### src/rtl/mm_pkg.sv
`default_nettype none
// ----------------------------------------------------------------------------
// mm_pkg
// Shared constants, types and helpers of the matrix multiplier: sizes,
// register indexes, controller states and the command and status words
// between controller and datapath.
// ----------------------------------------------------------------------------
package mm_pkg;

    localparam int MAX_DIM     = 8;
    localparam int STORE_DEPTH = MAX_DIM * MAX_DIM;
    localparam int ADDR_W      = $clog2(STORE_DEPTH);
    localparam int DIM_W       = $clog2(MAX_DIM);
    localparam int DIMV_W      = $clog2(MAX_DIM + 1);
    localparam int TOT_W       = $clog2(2 * STORE_DEPTH + 1);

    localparam int ELEM_W      = 32;
    localparam int MUL_W       = 2 * ELEM_W;
    localparam int PROD_W      = 52;
    localparam int FRAC_W      = 16;
    localparam int IDX_W       = 3;
    localparam int CFG_W       = 4;
    localparam int CFG_IDX_W   = 4;

    localparam logic [CFG_IDX_W-1:0] REG_ROWS_A  = CFG_IDX_W'(0);
    localparam logic [CFG_IDX_W-1:0] REG_INNER_A = CFG_IDX_W'(1);
    localparam logic [CFG_IDX_W-1:0] REG_ROWS_B  = CFG_IDX_W'(2);
    localparam logic [CFG_IDX_W-1:0] REG_COLS_B  = CFG_IDX_W'(3);

    typedef enum logic [1:0] {
        ST_LOAD,
        ST_WAIT,
        ST_MAC,
        ST_DRAIN
    } mm_state_t;

    typedef struct packed {
        logic              wr_a;
        logic              wr_b;
        logic [ADDR_W-1:0] wr_addr;
        logic [ADDR_W-1:0] rd_a_addr;
        logic [ADDR_W-1:0] rd_b_addr;
        logic              issue;
        logic              first;
        logic              last;
        logic [DIM_W-1:0]  row;
        logic [DIM_W-1:0]  col;
        logic              last_result;
        logic              load_error;
    } mm_cmd_t;

    typedef struct packed {
        logic out_free;
        logic result_loaded;
    } mm_status_t;

    // zero acts as one, anything above the maximum acts as the maximum
    function automatic logic [DIMV_W-1:0] eff_dim(input logic [CFG_W-1:0] v);
        logic [DIMV_W-1:0] r;
        if (v == '0)
        begin
            r = DIMV_W'(1);
        end
        else if (int'(v) > MAX_DIM)
        begin
            r = DIMV_W'(MAX_DIM);
        end
        else
        begin
            r = DIMV_W'(v);
        end
        return r;
    endfunction

endpackage
`default_nettype wire

### src/rtl/mm_ctrl.sv
`default_nettype none
// ----------------------------------------------------------------------------
// mm_ctrl
// Configuration registers, load counter and the sequencer that walks the
// product matrix row by row and the inner dimension one step a cycle.
// ----------------------------------------------------------------------------
module mm_ctrl
    import mm_pkg::*;
(
    input  wire logic                 clk,
    input  wire logic                 rst_n,
    input  wire logic                 in_valid,
    output logic                      in_stall,
    input  wire logic                 cfg_valid,
    output logic                      cfg_ready,
    input  wire logic [CFG_IDX_W-1:0] cfg_index,
    input  wire logic [CFG_W-1:0]     cfg_data,
    input  wire mm_status_t           status,
    output mm_cmd_t                   cmd
);

    mm_state_t state_reg, state_next;

    logic [CFG_W-1:0]  rows_a_reg, inner_a_reg, rows_b_reg, cols_b_reg;
    logic [TOT_W-1:0]  load_count_reg, load_count_next;
    logic [DIM_W-1:0]  i_reg, i_next;
    logic [DIM_W-1:0]  j_reg, j_next;
    logic [DIM_W-1:0]  k_reg, k_next;
    logic [ADDR_W-1:0] a_base_reg, a_base_next;
    logic [ADDR_W-1:0] a_addr_reg, a_addr_next;
    logic [ADDR_W-1:0] b_addr_reg, b_addr_next;

    logic [DIMV_W-1:0] ra, ia, rb, cb;
    logic [TOT_W-1:0]  na, total, cnt;
    logic              cfg_fire, cfg_hit, in_fire, is_a, final_elem;
    logic              mismatch, i_last, j_last, k_last;

    assign ra = eff_dim(rows_a_reg);
    assign ia = eff_dim(inner_a_reg);
    assign rb = eff_dim(rows_b_reg);
    assign cb = eff_dim(cols_b_reg);

    assign na    = TOT_W'(ra) * TOT_W'(ia);
    assign total = na + TOT_W'(rb) * TOT_W'(cb);
    assign cnt   = (load_count_reg >= total) ? '0 : load_count_reg;

    assign cfg_ready  = 1'b1;
    assign cfg_fire   = cfg_valid && cfg_ready;
    assign cfg_hit    = cfg_fire && (cfg_index == REG_ROWS_A || cfg_index == REG_INNER_A
                        || cfg_index == REG_ROWS_B || cfg_index == REG_COLS_B);
    assign in_fire    = in_valid && (state_reg == ST_LOAD);
    assign is_a       = cnt < na;
    assign final_elem = (cnt + TOT_W'(1)) == total;

    assign mismatch = ia != rb;
    assign i_last   = DIMV_W'(i_reg) == (ra - DIMV_W'(1));
    assign j_last   = DIMV_W'(j_reg) == (cb - DIMV_W'(1));
    assign k_last   = DIMV_W'(k_reg) == (ia - DIMV_W'(1));

    // next state
    always_comb
    begin
        state_next = state_reg;
        unique case (state_reg)
            ST_LOAD:
            begin
                if (in_fire && final_elem)
                begin
                    state_next = ST_WAIT;
                end
            end
            ST_WAIT:
            begin
                if (status.out_free)
                begin
                    state_next = mismatch ? ST_LOAD : ST_MAC;
                end
            end
            ST_MAC:
            begin
                if (k_last)
                begin
                    state_next = ST_DRAIN;
                end
            end
            ST_DRAIN:
            begin
                if (status.result_loaded)
                begin
                    state_next = (i_last && j_last) ? ST_LOAD : ST_WAIT;
                end
            end
            default:
            begin
                state_next = ST_LOAD;
            end
        endcase
    end

    // outputs
    always_comb
    begin
        in_stall        = 1'b1;
        cmd.wr_a        = 1'b0;
        cmd.wr_b        = 1'b0;
        cmd.wr_addr     = is_a ? ADDR_W'(cnt) : ADDR_W'(cnt - na);
        cmd.rd_a_addr   = a_addr_reg;
        cmd.rd_b_addr   = b_addr_reg;
        cmd.issue       = 1'b0;
        cmd.first       = k_reg == '0;
        cmd.last        = k_last;
        cmd.row         = i_reg;
        cmd.col         = j_reg;
        cmd.last_result = i_last && j_last;
        cmd.load_error  = 1'b0;
        unique case (state_reg)
            ST_LOAD:
            begin
                in_stall = 1'b0;
                cmd.wr_a = in_fire && is_a;
                cmd.wr_b = in_fire && !is_a;
            end
            ST_WAIT:
            begin
                cmd.load_error = status.out_free && mismatch;
            end
            ST_MAC:
            begin
                cmd.issue = 1'b1;
            end
            ST_DRAIN:
            begin
            end
            default:
            begin
            end
        endcase
    end

    // counters and addresses
    always_comb
    begin
        load_count_next = load_count_reg;
        i_next          = i_reg;
        j_next          = j_reg;
        k_next          = k_reg;
        a_base_next     = a_base_reg;
        a_addr_next     = a_addr_reg;
        b_addr_next     = b_addr_reg;

        if (cfg_hit)
        begin
            load_count_next = '0;
        end
        else if (in_fire)
        begin
            load_count_next = final_elem ? '0 : cnt + TOT_W'(1);
        end

        unique case (state_reg)
            ST_LOAD:
            begin
                if (in_fire && final_elem)
                begin
                    i_next      = '0;
                    j_next      = '0;
                    a_base_next = '0;
                end
            end
            ST_WAIT:
            begin
                a_addr_next = a_base_reg;
                b_addr_next = ADDR_W'(j_reg);
                k_next      = '0;
            end
            ST_MAC:
            begin
                a_addr_next = a_addr_reg + ADDR_W'(1);
                b_addr_next = b_addr_reg + ADDR_W'(cb);
                k_next      = k_reg + DIM_W'(1);
            end
            ST_DRAIN:
            begin
                if (status.result_loaded)
                begin
                    if (j_last)
                    begin
                        j_next = '0;
                        if (!i_last)
                        begin
                            i_next      = i_reg + DIM_W'(1);
                            a_base_next = a_base_reg + ADDR_W'(ia);
                        end
                    end
                    else
                    begin
                        j_next = j_reg + DIM_W'(1);
                    end
                end
            end
            default:
            begin
            end
        endcase
    end

    always_ff @(posedge clk or negedge rst_n)
    begin
        if (!rst_n)
        begin
            state_reg      <= ST_LOAD;
            rows_a_reg     <= CFG_W'(MAX_DIM);
            inner_a_reg    <= CFG_W'(MAX_DIM);
            rows_b_reg     <= CFG_W'(MAX_DIM);
            cols_b_reg     <= CFG_W'(MAX_DIM);
            load_count_reg <= '0;
            i_reg          <= '0;
            j_reg          <= '0;
            k_reg          <= '0;
            a_base_reg     <= '0;
            a_addr_reg     <= '0;
            b_addr_reg     <= '0;
        end
        else
        begin
            state_reg      <= state_next;
            load_count_reg <= load_count_next;
            i_reg          <= i_next;
            j_reg          <= j_next;
            k_reg          <= k_next;
            a_base_reg     <= a_base_next;
            a_addr_reg     <= a_addr_next;
            b_addr_reg     <= b_addr_next;
            if (cfg_fire)
            begin
                unique case (cfg_index)
                    REG_ROWS_A:  rows_a_reg  <= cfg_data;
                    REG_INNER_A: inner_a_reg <= cfg_data;
                    REG_ROWS_B:  rows_b_reg  <= cfg_data;
                    REG_COLS_B:  cols_b_reg  <= cfg_data;
                    default:
                    begin
                    end
                endcase
            end
        end
    end

endmodule
`default_nettype wire
### config.mk
export PLATFORM = sky130hd
export DESIGN_NAME = mm_ctrl
export DESIGN_NICKNAME = d
export VERILOG_FILES = /design/src/rtl/mm_pkg.sv /design/src/rtl/mm_ctrl.sv
export SDC_FILE = /design/constraint.sdc
export NUM_CORES = 1
export LEC_CHECK = 0
export CAP_MARGIN = 0
export CORE_MARGIN = 2
export CORE_UTILIZATION = 50
export DETAILED_ROUTE_END_ITERATION = 8
export DONT_BUFFER_PORTS = 1
export PLACE_DENSITY = 0.74
export SETUP_SLACK_MARGIN = 0.1
export SLEW_MARGIN = 20
export SYNTH_ARGS = -nofsm -noshare
export SYNTH_HDL_FRONTEND = slang
export SYNTH_SLANG_ARGS = --single-unit
### constraint.sdc
create_clock -name clk -period 25.1 [get_ports clk]
set_clock_uncertainty 0.1 [all_clocks]
set_input_delay 5.02 -clock clk [delete_from_list [all_inputs] [get_ports clk]]
set_output_delay 5.02 -clock clk [all_outputs]
set_load 0.01 [all_outputs]
After elaboration in Yosys (flattened, before gate mapping). Cells that the tools add are included.

Add/subtract/negate cells: 12. $mul: 2. Magnitude comparators: 6. Equality and inequality tests: 17. Mux-type cells: 40. Reductions and logical operators: 28.

Operators by type and width (count): $pmux W6 S2 (3); $mux W4 (8); $mux W8 (4); $mux W6 (5); $logic_not A4 Y1 (5); $mux W3 (6); $pmux W3 S2 (3); $gt A4 B4 Y1 const B (4); $mul A4 B4 Y8 (2); $add A6 B4 Y6 (2); $eq A3 B4 Y1 (3); $mux W2 (6); $sub A4 B1 Y4 const B (3); $ne A2 B2 Y1 const B (5); $add A3 B1 Y3 const B (3); $add A8 B1 Y8 const B (1); $add A8 B8 Y8 (1); $eq A4 B2 Y1 const B (2); $eq A8 B8 Y1 (1); $ge A8 B8 Y1 (1); $lt A8 B8 Y1 (1); $pmux W2 S4 (1); $reduce_and A2 Y1 (4); $logic_and A1 B1 Y1 (7); 16 further kinds (24).

Bits in registers: 53. Input port bits: 14. Word-level logic and storage cells: 117.

Longest topological paths before layout.
Word-level depth: 12. Depth in mapped cells: 36. Gate-level depth less buffers: 34.

Worst setup path after synthesis. OpenSTA, ideal clock, no wires.

Kind: register to output. From: register inner_a_reg[3]. To: output cmd[30] in the netlist's numbering. Arrival: 7.690 ns. Slack: 12.290 ns. Cell stages (with the launch flop): 34. Buffers on the path: 2. Cells stage by stage: dfstp_2 inv_1 or2_2 fa_1 inv_1 fa_1 ha_1 a21o_1 a21oi_1 xor2_1 fa_1 inv_1 ha_1 inv_1 a211oi_1 o32ai_1 a311oi_1 xnor2_1 ha_1 nand2_1 nor3_1 a21oi_1 clkbuf_1 nand2_1 ha_1 inv_1 fa_1 a21o_1 maj3_1 a21oi_1 o21ai_0 a21oi_1 clkbuf_1 nor2b_1.

RTL lines: start, declared (RTL line mm_ctrl.sv:24) `logic [CFG_W-1:0] rows_a_reg, inner_a_reg, rows_b_reg, cols_b_reg;`; start signal, assigned (RTL line mm_ctrl.sv:213) `inner_a_reg <= CFG_W'(MAX_DIM);`; start signal, assigned (RTL line mm_ctrl.sv:238) `REG_INNER_A: inner_a_reg <= cfg_data;`; end, declared (RTL line mm_ctrl.sv:19) `output mm_cmd_t cmd`.

==> out/qor.yml <==
outcome:
  status: "finished clean"
setup_path:
  reg2reg_depth: 28
  path_class: "reg -> out"
  worstPathMaxFanout: 13
  crit_arrival_ns: 9.29
  worstPathRequired_ns: 19.98
  cp_slowest_cell: "a21oi_1"
  timing.rr.start: "rows_a_reg[2]"
  cp-start-kind: "register"
  cpPeakStageDelay_ns: 0.63
  critical_path.top_delay_family: "adder cells"
  rr_endpoint: "i_reg[2]"
  end_kind: "primary output"
  r2r_slack_ns: 16.73
  path_buf_inv: 4
route:
  wl_um: 12700
  wl_met1_um: 5250
  drc: 0
  wl_met2_um: 6190
  vias: 4345
  postRouteAntennaNets: 0
  avgViaCountPerCell: 5.92
  wire_per_inst_um: 17.3
  dr_wl_met3_um: 822
  topRoutingLayerUsed: "met4"
  drt_iter0_markers: 197
  dr.pass1.iters: 4
sta:
  hold_slack_ns: 0.419
  tightest_slew_ns: 0.934
  slew_viol_final: 0
  rsz0062_at_grt: "false"
  finalSetupViolations: 0
  period_needed_ns: 14.41
  tns_ns: 0
  hold_violations: 0
  post-route-period-util: 0.574
  timing.slew.headroom: 0.372
  max_freq_mhz: 69.4
  finalWorstSetupSlack_ns: 10.69
floorplan:
  die_x_um: 107
  initial_core_util: 0.516
  dieArea_um2: 11500
  ios: 47
  dieHeight_um: 107
  coreArea_um2: 10300
  rows: 37
grt:
  grt_overflow: 0
  grt_max_degree: 54
  antenna_found_initial: 0
  first_global_vias: 4449
  track_usage: 0.231
  grt_pass1_wl_um: 21400
synthesis:
  synthArstFlopShare: 1.00
  yosysSeqAreaShare: 0.250
  yosys.cell_types.count: 63
  yosysWarnings: 0
  synth_area_leaders: "dfrtp_1 23%, ha_1 15%, fa_1 6.0%"
  synth_commonest_cells: "63 x ha_1, 61 x inv_1, 49 x dfrtp_1, 49 x nand2_1, 45 x nor2_1"
  syn_area_um2: 5330
  yosysTopAreaCell: "dfrtp_1"
  synth.avg_cell_area_um2: 8.65
  synth.most_common_cell: "ha_1"
  synth_edf_count: 0
  synth_seq_cells: 53
  synthFlopType: "dfrtp_1"
  postSynthCellCount: 616
  syn-num-nets: 709
  synth_top_area_share: 0.230
clock_tree:
  clkLatencyLatePin_ns: 0.32
  h-tree-depth: 2
  clk_pin_slew_worst_paths_ns: 0.10
  cts_buffer_depth: 2
  cts_hold_buf: 0
  postCtsSetupBuffers: 0
  root_buffer: "clkbuf_8"
  cts_tree: "yes"
  cts_resized: 0
  cts_buffers: 5
  clock-sinks: 53
power:
  pwr-share-comb: 0.705
  power_frac_seq: 0.208
  leakage_uw: 0.00260
  p_switching_uw: 366
  ir_drop_v: 0.0000941
  cellPowerDensity_nw_per_um2: 125
  internal_power_uw: 321
  sw_frac_of_total: 0.533
  p_clk_frac: 0.087
finish:
  largest_register_ffs: 8
  stdcell_area_um2: 5490
  finalNetCount: 690
  drive_above_1_share: 0.0602
  final_util: 0.532
  area_growth_pct: 3.12
  num_antenna_cells: 0
placement:
  dpl-instance-area_um2: 5380
  portBuffers: 0
  hpwl_um: 9980
  routabilityCongestion: 0.913
  pre_cts_slack_ns: 11.17
min_path:
  hp-start: "cols_b_reg[0]"
  hold_end: "cols_b_reg[0]"
  holdPathStages: 1
  holdCritPathClass: "reg -> reg"
run:
  cap_violations: 0
==> cells in the final DEF (no fill, tap or decap), types with 3 or more instances in the layout <==
master and instances:
a21oi_1 33, nor4_1 5, xnor2_1 24, mux2_2 17, o21bai_1 4, inv_1 61, fa_1 16, dfrtp_1 49
xor2_1 13, o21ai_0 37, nand2b_1 8, ha_1 63, a211o_1 3, nand2_1 49, o211ai_1 5, nor3_1 6
and2_1 14, o31ai_1 8, mux2i_1 6, nor2_1 45, a21o_1 12, or3_1 6, nor4b_1 3, o21a_1 4
o41ai_1 5, o22ai_1 6, dfstp_2 4, a211oi_1 6, nand4_1 6, nor2b_1 14, nand3_1 16, clkbuf_8 5
and3_1 6
==> layout make-up <==
cell class	instances	area (um^2)
fillers	917	4830
well taps	136	170
inverters	62	233
flip-flops and latches	53	1330
multi-input cells	475	3650
clock inverters	2	38.8
clock buffers	6	72.6
==> power by group through the flow <==
stage	combinational [uW]	sequential, uW	clock, uW
floorplan	398	129	0
global placement	462	143	0
detailed placement	480	144	0
CTS	483	142	61.4
global route	547	147	63.8
finish	484	143	59.9
==> worst max path at each step <==
stage / endpoint / cells after the start / start
6_report: cmd[26] / 33 / rows_a_reg[2]
2_1_floorplan: cmd[30] / 33 / inner_a_reg[3]
3_5_place_dp: cmd[26] / 33 / rows_a_reg[2]
5_1_grt: cmd[26] / 33 / rows_a_reg[2]
4_1_cts: cmd[26] / 33 / rows_a_reg[2]
3_3_place_gp: cmd[26] / 32 / inner_a_reg[3]
==> logic make-up (layout without fill, tap and decap cells) <==
kind of cell | count (synthesis) | in the layout | synth area share
buffers and inverters | 88 | 70 | 0.0653
flip-flops | 53 | 53 | 0.250
other | 1 | 1 | 0.000704
adder cells (fa/ha/maj) | 81 | 81 | 0.212
AND/OR/NAND/NOR | 191 | 191 | 0.183
AO/OA/AOI/OAI | 140 | 140 | 0.172
multiplexers | 23 | 23 | 0.0472
XOR/XNOR | 39 | 39 | 0.0698
==> per-stage QoR <==
step | cells | power, uW
finish | 734 | 687
global route | 734 | 757
CTS | 734 | 687
detailed placement | 726 | 624
global placement | 726 | 605
floorplan | 616 | 527
==> per-layer routing <==
| layer | global-route usage | vias to the layer above |
|---|---|---|
| met5 | 0 | - |
| met4 | 0.107 | 0 |
| met3 | 0.0438 | 29 |
| met2 | 0.387 | 127 |
| met1 | 0.289 | 2081 |
| li1 | - | 2108 |
(Power assumes the default switching activity.)
